--- config.mk ---
export PLATFORM = sky130hd
export DESIGN_NAME = substring_occurrence_counter
export DESIGN_NICKNAME = d
export VERILOG_FILES = /design/src/hw/rtl/soc_pkg.sv /design/src/hw/rtl/soc_match.sv /design/src/hw/rtl/substring_occurrence_counter.sv
export SDC_FILE = /design/constraint.sdc
export NUM_CORES = 1
export LEC_CHECK = 0
export ABC_AREA = 1
export BUFFER_PORTS_ARGS = -buffer_cell sky130_fd_sc_hd__buf_2
export CORE_MARGIN = 3
export CORE_UTILIZATION = 50
export CTS_BUF_LIST = sky130_fd_sc_hd__clkbuf_2
export CTS_CLUSTER_SIZE = 25
export DETAILED_ROUTE_END_ITERATION = 6
export PLACE_DENSITY = 0.69
export REMOVE_ABC_BUFFERS = 1
export SLEW_MARGIN = 30
export SYNTH_ARGS = -nofsm -noshare
export SYNTH_HDL_FRONTEND = slang
export SYNTH_HIERARCHICAL = 1
export SYNTH_SLANG_ARGS = --single-unit
--- constraint.sdc ---
create_clock -name aclk -period 6.9 [get_ports aclk]
set_clock_uncertainty 0.2 [all_clocks]
set_input_delay 1.035 -clock aclk [delete_from_list [all_inputs] [get_ports aclk]]
set_output_delay 1.035 -clock aclk [all_outputs]
set_load 0.02 [all_outputs]
--- src/hw/rtl/soc_pkg.sv ---
// Shared types and codes for the substring occurrence counter.
// No dependencies; imported by the match logic, the top level and the checker.
package soc_pkg;

    typedef logic [7:0] byte_t;

    // Item kinds carried on s_tuser.
    localparam logic [1:0] ACT_CHAR = 2'd0;
    localparam logic [1:0] ACT_EOL  = 2'd1;
    localparam logic [1:0] ACT_EOF  = 2'd2;

    // Register indexes, taken from paddr[4:3].
    localparam logic [1:0] REG_LENGTH   = 2'd0;
    localparam logic [1:0] REG_PAT_LOW  = 2'd1;
    localparam logic [1:0] REG_PAT_HIGH = 2'd2;

    localparam int ACTION_W   = 2;
    localparam int LENGTH_W   = 5;
    localparam int COUNT_W    = 32;
    localparam int IN_DATA_W  = 8;
    localparam int OUT_DATA_W = 40;
    localparam int CFG_ADDR_W = 5;
    localparam int CFG_DATA_W = 64;

    localparam logic [LENGTH_W-1:0] LENGTH_RESET = 5'd1;

endpackage

--- src/hw/rtl/soc_match.sv ---
// Parallel pattern compare over the current search window.
// Depends on soc_pkg for the byte type.
module soc_match #(
    parameter int MAX_PATTERN = 16,
    parameter int LEN_W       = 5
) (
    input  soc_pkg::byte_t [MAX_PATTERN-1:0] window,
    input  soc_pkg::byte_t [MAX_PATTERN-1:0] pattern,
    input  logic [LEN_W-1:0]                 eff_len,
    input  logic [LEN_W-1:0]                 have,
    output logic                             hit
);
    import soc_pkg::*;

    localparam int IDX_W = (MAX_PATTERN > 1) ? $clog2(MAX_PATTERN) : 1;

    logic [MAX_PATTERN-1:0] lane_ok;

    // Window slot k (slot 0 is the newest character) must equal pattern
    // byte len-1-k; slots at or beyond the pattern length do not take part.
    for (genvar k = 0; k < MAX_PATTERN; k++) begin : g_lane
        logic [LEN_W-1:0] pos;
        assign pos = eff_len - LEN_W'(k + 1);
        assign lane_ok[k] = (LEN_W'(k) >= eff_len) ||
                            (window[k] == pattern[pos[IDX_W-1:0]]);
    end

    assign hit = (&lane_ok) && (have >= eff_len);

endmodule

--- src/hw/rtl/substring_occurrence_counter.sv ---
// Top level of the substring occurrence counter: stream ports, register port,
// input and result registers. Depends on soc_pkg and soc_match.
//
// The block counts non-overlapping occurrences of a pattern of 1 to 16 bytes in
// a text stream carried one item per request on the s_ channel. Each request
// is a character, an end of line or an end of file, and produces exactly one
// result on the m_ channel: whether this character completes a counted match,
// the running count for the file, and a final flag on the end-of-file result.
// A match never spans an end of line, and after a match the search restarts
// just past it, so overlapping occurrences are not counted. The count
// saturates at 0xFFFFFFFF and is cleared after the end-of-file result. The
// block takes one request per clock cycle for as long as results are taken:
// a request is latched into an input register, all pattern positions are
// compared in parallel while it is held there, and the result is written to
// the output register once that register is free or being emptied. The
// user must write the pattern and its length through the register port only
// while the stream is idle; the block itself does not enforce this. Unused
// action code 3 behaves like an end of line.
module substring_occurrence_counter #(
    parameter int MAX_PATTERN = 16
) (
    input  logic                              aclk,
    input  logic                              aresetn,
    // Input stream.
    input  logic                              s_tvalid,
    output logic                              s_tready,
    input  logic [soc_pkg::IN_DATA_W-1:0]     s_tdata,   // [7:0] char_byte
    input  logic [soc_pkg::ACTION_W-1:0]      s_tuser,   // [1:0] action
    // Result stream.
    output logic                              m_tvalid,
    input  logic                              m_tready,
    output logic [soc_pkg::OUT_DATA_W-1:0]    m_tdata,   // [0] match_found,
                                                         // [32:1] total_count,
                                                         // [39:33] zero
    output logic                              m_tuser,   // [0] is_final
    // Register port.
    input  logic                              psel,
    input  logic                              penable,
    input  logic                              pwrite,
    input  logic [soc_pkg::CFG_ADDR_W-1:0]    paddr,
    input  logic [soc_pkg::CFG_DATA_W-1:0]    pwdata,
    output logic [soc_pkg::CFG_DATA_W-1:0]    prdata,
    output logic                              pready
);
    import soc_pkg::*;

    localparam int HIST_D = (MAX_PATTERN > 1) ? MAX_PATTERN - 1 : 1;
    localparam int LEN_W  = $clog2(MAX_PATTERN + 1);

    // ------------------------------------------------------------------
    // Configuration registers.
    // ------------------------------------------------------------------
    logic [LENGTH_W-1:0] pattern_length_reg;
    logic [63:0]         pattern_low_reg;
    logic [63:0]         pattern_high_reg;
    logic                cfg_write;
    logic [1:0]          cfg_index;

    assign pready    = 1'b1;
    assign cfg_write = psel && penable && pwrite;
    assign cfg_index = paddr[4:3];

    always_ff @(posedge aclk) begin
        if (!aresetn) begin
            pattern_length_reg <= LENGTH_RESET;
            pattern_low_reg    <= '0;
            pattern_high_reg   <= '0;
        end else if (cfg_write) begin
            unique case (cfg_index)
                REG_LENGTH:   pattern_length_reg <= pwdata[LENGTH_W-1:0];
                REG_PAT_LOW:  pattern_low_reg    <= pwdata;
                REG_PAT_HIGH: pattern_high_reg   <= pwdata;
                default: ;
            endcase
        end
    end

    always_comb begin
        unique case (cfg_index)
            REG_LENGTH:   prdata = {{(CFG_DATA_W-LENGTH_W){1'b0}}, pattern_length_reg};
            REG_PAT_LOW:  prdata = pattern_low_reg;
            REG_PAT_HIGH: prdata = pattern_high_reg;
            default:      prdata = '0;
        endcase
    end

    // Pattern bytes as an array; bytes past the sixteenth read as zero.
    byte_t [MAX_PATTERN-1:0] pattern;
    for (genvar i = 0; i < MAX_PATTERN; i++) begin : g_pat
        if (i < 8) begin : g_low
            assign pattern[i] = pattern_low_reg[8*i +: 8];
        end else if (i < 16) begin : g_high
            assign pattern[i] = pattern_high_reg[8*(i-8) +: 8];
        end else begin : g_zero
            assign pattern[i] = '0;
        end
    end

    // A length of zero acts as one, and anything above the maximum as the maximum.
    logic [LEN_W-1:0] eff_len;
    always_comb begin
        if (pattern_length_reg == '0) begin
            eff_len = LEN_W'(1);
        end else if (int'(pattern_length_reg) > MAX_PATTERN) begin
            eff_len = LEN_W'(MAX_PATTERN);
        end else begin
            eff_len = LEN_W'(pattern_length_reg);
        end
    end

    // ------------------------------------------------------------------
    // Input register. It moves on whenever the output register is free or
    // being emptied, so one request per cycle flows through.
    // ------------------------------------------------------------------
    logic                in_valid_reg;
    logic [ACTION_W-1:0] in_action_reg;
    byte_t               in_char_reg;
    logic                m_tvalid_reg;
    logic                advance;
    logic                step;

    assign advance  = !m_tvalid_reg || m_tready;
    assign s_tready = !in_valid_reg || advance;
    assign step     = in_valid_reg && advance;

    always_ff @(posedge aclk) begin
        if (!aresetn) begin
            in_valid_reg <= 1'b0;
        end else if (s_tvalid && s_tready) begin
            in_valid_reg <= 1'b1;
        end else if (advance) begin
            in_valid_reg <= 1'b0;
        end
    end

    always_ff @(posedge aclk) begin
        if (s_tvalid && s_tready) begin
            in_action_reg <= s_tuser;
            in_char_reg   <= s_tdata[7:0];
        end
    end

    // ------------------------------------------------------------------
    // Search state: recent characters (newest in slot 0), characters since the
    // search last restarted, and the file count.
    // ------------------------------------------------------------------
    byte_t [HIST_D-1:0]  hist_reg;
    byte_t [HIST_D-1:0]  hist_next;
    logic [LEN_W-1:0]    since_reg;
    logic [LEN_W-1:0]    since_next;
    logic [COUNT_W-1:0]  total_reg;
    logic [COUNT_W-1:0]  total_next;
    logic [LEN_W-1:0]    have;
    logic [LEN_W:0]      have_wide;
    byte_t [MAX_PATTERN-1:0] window;
    logic                hit;
    logic                found;
    logic                is_final;
    logic [COUNT_W-1:0]  reported;

    assign have_wide = {1'b0, since_reg} + (LEN_W+1)'(1);
    assign have = (int'(have_wide) > MAX_PATTERN) ? LEN_W'(MAX_PATTERN)
                                                  : have_wide[LEN_W-1:0];

    always_comb begin
        window[0] = in_char_reg;
        for (int k = 1; k < MAX_PATTERN; k++) begin
            window[k] = hist_reg[k-1];
        end
    end

    soc_match #(
        .MAX_PATTERN (MAX_PATTERN),
        .LEN_W       (LEN_W)
    ) u_match (
        .window  (window),
        .pattern (pattern),
        .eff_len (eff_len),
        .have    (have),
        .hit     (hit)
    );

    always_comb begin
        hist_next[0] = in_char_reg;
        for (int k = 1; k < HIST_D; k++) begin
            hist_next[k] = hist_reg[k-1];
        end
    end

    always_comb begin
        found      = 1'b0;
        is_final   = 1'b0;
        since_next = '0;
        total_next = total_reg;
        reported   = total_reg;
        case (in_action_reg)
            ACT_CHAR: begin
                found = hit;
                if (hit) begin
                    // Saturating count; the search restarts past the match.
                    if (total_reg != '1) begin
                        total_next = total_reg + COUNT_W'(1);
                    end
                    since_next = '0;
                end else begin
                    since_next = have;
                end
                reported = total_next;
            end
            ACT_EOF: begin
                is_final   = 1'b1;
                total_next = '0;
            end
            default: begin
                // End of line, and the unused code, only restart the search.
            end
        endcase
    end

    always_ff @(posedge aclk) begin
        if (!aresetn) begin
            hist_reg  <= '0;
            since_reg <= '0;
            total_reg <= '0;
        end else if (step) begin
            since_reg <= since_next;
            total_reg <= total_next;
            if (in_action_reg == ACT_CHAR) begin
                hist_reg <= hist_next;
            end
        end
    end

    // ------------------------------------------------------------------
    // Output register.
    // ------------------------------------------------------------------
    logic               m_found_reg;
    logic [COUNT_W-1:0] m_count_reg;
    logic               m_final_reg;

    always_ff @(posedge aclk) begin
        if (!aresetn) begin
            m_tvalid_reg <= 1'b0;
        end else if (advance) begin
            m_tvalid_reg <= in_valid_reg;
        end
    end

    always_ff @(posedge aclk) begin
        if (step) begin
            m_found_reg <= found;
            m_count_reg <= reported;
            m_final_reg <= is_final;
        end
    end

    assign m_tvalid = m_tvalid_reg;
    assign m_tdata  = {{(OUT_DATA_W-COUNT_W-1){1'b0}}, m_count_reg, m_found_reg};
    assign m_tuser  = m_final_reg;

endmodule

After elaboration in Yosys (flattened, before gate mapping)
Cells that the tools add are included.
{"block": "totals", "register_bits": 336, "in_bits": 86, "output_inout_bits": 108, "wordCells": 181}
{"block": "op_classes", "add_sub_neg": 18, "order_cmp": 35, "eq_ne": 20, "mux": 45, "n_reduce_logical": 36}
{"op": "8-bit binary-select mux with 4-bit select", "count": 16}
{"op": "64-bit one-hot mux with 3 select lines", "count": 1}
{"op": "8-bit == test", "count": 16}
{"op": "8-bit 2-to-1 mux", "count": 16}
{"op": "32-bit 2-to-1 mux", "count": 3}
{"op": "4-bit by 5-bit less-than comparator with 1-bit output (second input constant)", "count": 16}
{"op": "32-bit one-hot mux with 2 select lines", "count": 1}
{"op": "4-bit by 5-bit greater-or-equal comparator with 1-bit output (first input constant)", "count": 8}
{"op": "32-bit by 1-bit adder with 32-bit output (second input constant)", "count": 1}
{"op": "32-bit != test (second input constant)", "count": 1}
{"op": "4-bit subtractor (second input constant)", "count": 8}
{"op": "5-bit 2-to-1 mux", "count": 5}
{"op": "3-bit by 5-bit greater-or-equal comparator with 1-bit output (first input constant)", "count": 4}
{"op": "1-bit logical OR", "count": 18}
{"op": "16-bit AND reduction", "count": 1}
{"op": "4-bit by 3-bit subtractor with 4-bit output (second input constant)", "count": 4}
{"op": "1-bit by 5-bit greater-or-equal comparator with 1-bit output (first input constant)", "count": 2}
{"op": "2-bit by 5-bit greater-or-equal comparator with 1-bit output (first input constant)", "count": 2}
{"op": "2-bit AND reduction", "count": 5}
{"op": "4-bit by 1-bit subtractor with 4-bit output (second input constant)", "count": 2}
{"op": "4-bit by 2-bit subtractor with 4-bit output (second input constant)", "count": 2}
{"op": "5-bit by 1-bit adder with 6-bit output (second input constant)", "count": 1}
{"op": "6-bit by 5-bit greater-than comparator with 1-bit output (second input constant)", "count": 1}
{"op": "5-bit greater-or-equal comparator", "count": 1}
{"op": "9 further kinds", "count": 19}

Depth between registers and ports, before layout
{"block": "depth", "depth_word": 12, "depth_mapped": 36, "ltp_nobuf": 33}

Modules after synthesis
Netlist, hierarchy kept.
{"mod": "substring_occurrence_counter", "n_inst": 1, "cells_each": 1814, "area_each_um2": 14020.9, "seq_area_each_um2": 7166.9}
{"mod": "soc_match", "n_inst": 1, "cells_each": 1880, "area_each_um2": 9062.4, "seq_area_each_um2": 0.0}

Worst setup path after synthesis
Ideal clock, no wire load.
{"block": "synth_timing", "path_kind": "register -> register", "start": "reg pattern_length_reg[0]", "end": "reg m_count_reg[20] (data pin)", "setup_ns": 0.264, "arrival_time_ns": 4.204, "t_required_ns": 6.436, "path_slack_ns": 2.233, "stages_incl_launch_ff": 30, "path_buffers": 3, "period_less_slack_ns": 4.667, "path_cell_list": "dfxtp_1 > nor4_1 > nor2_1 > nor2_1 > inv_1 > buf_4 > buf_2 > ha_1 > inv_2 > buf_1 > nand3_1 > nand3_1 > nand3_1 > nand2_1 > xor2_1 > nand2_1 > nor2_1 > nand2_1 > nand2_1 > nand2_1 > nor2_1 > nand3_1 > nor2_1 > inv_2 > nor2_2 > nand2_1 > nor3_1 > nand3_2 > nand3_1 > o21ai_0"}
{"block": "synth_between", "elab_chain_cells": 12, "elab_cells_between_ends": 105, "classes_between": "add/sub (16); order compare (18); eq/ne (16); mux (36); reduce/logical (19)"}
{"item": "start, declared", "line": "substring_occurrence_counter.sv:53", "source": "logic [LENGTH_W-1:0] pattern_length_reg;"}
{"item": "start signal, assigned", "line": "substring_occurrence_counter.sv:70", "source": "REG_LENGTH: pattern_length_reg <= pwdata[LENGTH_W-1:0];"}
{"item": "5-bit greater-than comparator", "line": "substring_occurrence_counter.sv:104", "source": "end else if (int'(pattern_length_reg) > MAX_PATTERN) begin"}
{"item": "5-bit 2-to-1 mux", "line": "substring_occurrence_counter.sv:104"}
{"item": "5-bit 2-to-1 mux *", "line": "substring_occurrence_counter.sv:102", "source": "if (pattern_length_reg == '0) begin"}
{"item": "via eff_len[1]", "line": "substring_occurrence_counter.sv:100", "source": "logic [LEN_W-1:0] eff_len;"}
{"item": "4-bit by 1-bit subtractor with 4-bit output, or another cell as far along", "line": "soc_match.sv:23", "source": "assign pos = eff_len - LEN_W'(k + 1);"}
{"item": "8-bit binary-select mux with 4-bit select", "line": "soc_match.sv:25", "source": "(window[k] == pattern[pos[IDX_W-1:0]]);"}
{"item": "8-bit 2-to-1 mux (implied by the code)", "line": "soc_match.sv:25"}
{"item": "8-bit == test", "line": "soc_match.sv:25"}
{"item": "1-bit logical OR", "line": "soc_match.sv:24", "source": "assign lane_ok[k] = (LEN_W'(k) >= eff_len) ||"}
{"item": "16-bit AND reduction", "line": "soc_match.sv:28", "source": "assign hit = (&lane_ok) && (have >= eff_len);"}
{"item": "1-bit logical AND *", "line": "soc_match.sv:28"}
{"item": "via hit", "line": "substring_occurrence_counter.sv:156", "source": "logic hit;"}
{"item": "32-bit 2-to-1 mux *", "line": "substring_occurrence_counter.sv:199", "source": "if (hit) begin"}
{"item": "32-bit 2-to-1 mux *", "line": "substring_occurrence_counter.sv:196", "source": "case (in_action_reg)"}
{"item": "via reported[20]", "line": "substring_occurrence_counter.sv:159", "source": "logic [COUNT_W-1:0] reported;"}
{"item": "end signal, assigned", "line": "substring_occurrence_counter.sv:252", "source": "m_count_reg <= reported;"}
{"item": "end, declared", "line": "substring_occurrence_counter.sv:238", "source": "logic [COUNT_W-1:0] m_count_reg;"}
The timed path passes the listed nets; every way through them passes the cells marked *. The select of a mux whose other input is x is not followed.
A chain may end at the register's enable or synchronous reset.

Final worst setup path
{"block": "layout_timing", "start": "reg pattern_length_reg[4]", "end": "reg m_count_reg[20] (data pin)"}
Same word-level chain as after synthesis.

==> results.py <==
metrics = {
    "grt": {
        "grt_max_degree": 166,
        "grt_pass1_vias": 23500,
        "antenna_found_initial": 2,
        "grt_pass1_wl_um": 129000,
        "grt.total_usage_pct": 33.0,
        "overflow": 0,
    },
    "drt": {
        "drtAntennaViolNets": 0,
        "dr.pass1.iters": 7,
        "wl_met1_um": 34800,
        "wire_per_inst_um": 18.4,
        "wl_met2_um": 36600,
        "vias_per_cell": 5.79,
        "vias": 26300,
        "met3_length_um": 8260,
        "drc_errors": 8,
        "finalWirelength_um": 83700,
        "drt_iter0_drc": 3033,
        "top_layer_used": "met4",
    },
    "place": {
        "hpwl_um": 57800,
        "dp_cells": 4299,
        "port_buffers": 182,
        "dp_slack_ns": 0.837,
        "routabilityCongestion": 0.981,
    },
    "worst_setup_path": {
        "cpPeakStageDelay_ns": 0.66,
        "critPathLaunchType": "flop",
        "r2r-end": "m_count_reg[20]$_DFFE_PP_",
        "critical_path_class": "flop to flop",
        "end_kind": "flop",
        "r2r-start": "pattern_length_reg[4]$_SDFFE_PN0P_",
        "cp-startpoint": "pattern_length_reg[4]$_SDFFE_PN0P_",
        "cp_max_fo": 23,
        "cp.arrival_ns": 6.99,
        "r2r_cells": 26,
        "cp_slowest_cell": "dfxtp_1",
        "r2r_slack_ns": 0.53,
        "cp_common_cell": "nand2_1",
        "cp.required_ns": 7.53,
        "crit_end": "m_count_reg[20]$_DFFE_PP_",
    },
    "floorplanning": {
        "initial_core_util_pct": 50.8,
        "die_area_mm2": 0.0488,
        "fp.dieW_um": 221,
        "rows": 78,
        "core_area_mm2": 0.0455,
        "die_h_um": 221,
        "io_pins": 194,
    },
    "logic_synthesis": {
        "syn-cell-area_mm2": 0.0231,
        "ys_ff_latch": 336,
        "ys.flop_type": "dfxtp_1",
        "synthTopCellsByArea": "dfxtp_1 25%, nand3_1 20%, nand2_1 14%",
        "synth_edf_count": 44,
        "synth-seq-area-share_pct": 31.0,
        "synthCells": 3694,
        "yosys.area.top_type": "dfxtp_1",
        "async_reset_ff_share_pct": 0,
        "yosysWarnings": 6,
        "avgSynthCellArea_um2": 6.25,
        "synth.distinct_cells": 46,
        "synth_top_area_share_pct": 25.3,
    },
    "cts": {
        "clock_path_buffers": 3,
        "cts_tree": "done",
        "ctsHtreeMaxLevel": 3,
        "insertion_delay_ns": 1.10,
        "post_cts_buffers": 0,
        "clkTransAtPathRegs_ns": 0.11,
        "cts.sinks": 336,
        "cts_root_buffer": "clkbuf_2",
        "numCtsBuffers": 91,
    },
    "timing": {
        "setup_viol": 0,
        "rsz0062_at_grt": "false",
        "tightest_slew_ns": 0.948,
        "hold_violations": 0,
        "fmax_mhz": 157,
        "relSlewSlack_pct": 36.7,
        "finalCritPeriodShare_pct": 92.3,
        "slew_viol_final": 0,
        "fin_ws_ns": 0.533,
        "period_minus_slack_ns": 6.37,
    },
    "layout": {
        "largest_reg_flops": 112,
        "drive_gt1_share_pct": 12.4,
        "fin_util_pct": 56.5,
        "nNetsFinal": 3977,
        "final_cells": 4549,
        "area_growth_pct": 11.3,
    },
    "outcome": {
        "violations": "design-rule violations",
        "outcome": "finished, violations left",
    },
    "power": {
        "p_per_area_mw_per_mm2": 176,
        "leakagePower_nw": 11.2,
        "peakVddDrop_uv": 129,
    },
    "run": {
        "drv_cap": 0,
    },
    "min_path": {
        "min_path_type": "primary input to flop",
    },
}
## logic make-up after synthesis
kind of cell	count (synthesis)	synth area share, %
buffers and inverters	410	8.09
DFF	336	31.0
and+or+nand+nor	2478	47.5
xor gates and xnor gates	37	1.84
other	2	0.0325
AOI/OAI and AO/OA	410	10.4
adders and majority gates	21	1.14
## cell usage after synthesis, types with 11 or more instances
cell type,instances
nand3_1,925
nand3b_1,38
a22o_1,59
nand2_1,833
inv_1,165
xor2_1,21
dfxtp_1,292
clkbuf_1,106
nor2_1,595
ha_1,21
edfxtp_1,44
buf_2,56
o21ai_0,279
buf_4,19
a21oi_2,16
a21oi_1,31
buf_1,28
buf_6,24
nand2_2,11
nor2_2,11
nand4_1,16
nand3_2,22
## per-stage QoR
step                      hold WS (ns)  area [um^2]  setup TNS [ns]  total power [W]
after floorplan                  0.264        21900         -558.65          0.00268
after global placement           0.292        24000               0          0.00301
after detailed placement         0.295        24000               0          0.00302
after CTS                       0.0313        25700               0          0.00455
after global routing             0.114        25700               0          0.00477
final                            0.162        25700               0          0.00454
## power by group
group	internal (W)	total (W)	switching (W)
registers	0.00204	0.00209	0.0000522
logic	0.000303	0.000951	0.000647
clock network	0.000581	0.00150	0.000916
total	0.00292	0.00454	0.00162
## worst min path at each step
stage	start	to	slack [ns]	depth (start not counted)
final	pwrite	pattern_length_reg[0]$_SDFFE_PN1P_	0.16	5
after global routing	pwrite	pattern_length_reg[0]$_SDFFE_PN1P_	0.11	5
after CTS	penable	pattern_length_reg[0]$_SDFFE_PN1P_	0.03	5
after detailed placement	since_reg[4]$_SDFFE_PN0P_	since_reg[4]$_SDFFE_PN0P_	0.29	2
after global placement	since_reg[1]$_SDFFE_PN0P_	since_reg[1]$_SDFFE_PN0P_	0.29	2
after floorplan	pattern_length_reg[3]$_SDFFE_PN0P_	pattern_length_reg[3]$_SDFFE_PN0P_	0.26	2
## critical path, delay by kind of cell (launching register included)
kind	cells	cell delay, ns
AO/OA/AOI/OAI	1	0.09
XOR/XNOR	2	1.01
flip-flops	1	0.66
AND/OR/NAND/NOR	19	2.92
buffers and inverters	3	0.83
adder cells (fa/ha/maj)	1	0.32
## cells in the final DEF (no fill, tap or decap), types with 3 or more instances in the layout
cell type and instances:
a21oi_2 16, inv_2 13, clkinv_2 7, nand3_2 22, diode_2 3, xnor2_1 10
xor2_4 4, conb_1 8, ha_1 20, a31oi_1 5, dfxtp_1 292, nand3b_1 38
o21ai_1 4, nor2_1 588, a311oi_1 4, nand2_1 831, inv_1 162, buf_4 48
edfxtp_1 44, buf_2 181, a21oi_1 31, xor2_1 21, nand4_1 16, nor3_2 3
nor3_1 10, nor2_4 12, nand2_2 13, clkinv_1 18, nand3_1 925, dlygate4sd3_1 77
nand2_4 5, a22o_1 59, clkbuf_2 141, nor2_2 10, o21ai_0 279, o211ai_1 6
buf_12 3
## layout make-up
type	instances	area, um^2
antenna	3	7.51
inverter	177	676
clock buffer	141	706
tap	600	751
fill	4727	19800
timing repair buffer	310	2110
sequential	336	7170
clock inverter	28	143
multi-input combinational	2954	14100
## per-layer routing
layer,vias up,track usage [%]
met1,11900,44.5
met5,-,0
met3,252,6.24
met2,1339,51.2
li1,12800,-
met4,0,15.1
## what timing repair did
item | in CTS | in global routing
hold endpoints to repair | 142 | 0
resized for setup | 0 | 0
hold buffers | 77 | 0
No activity file was read; power rests on OpenSTA's default activity.
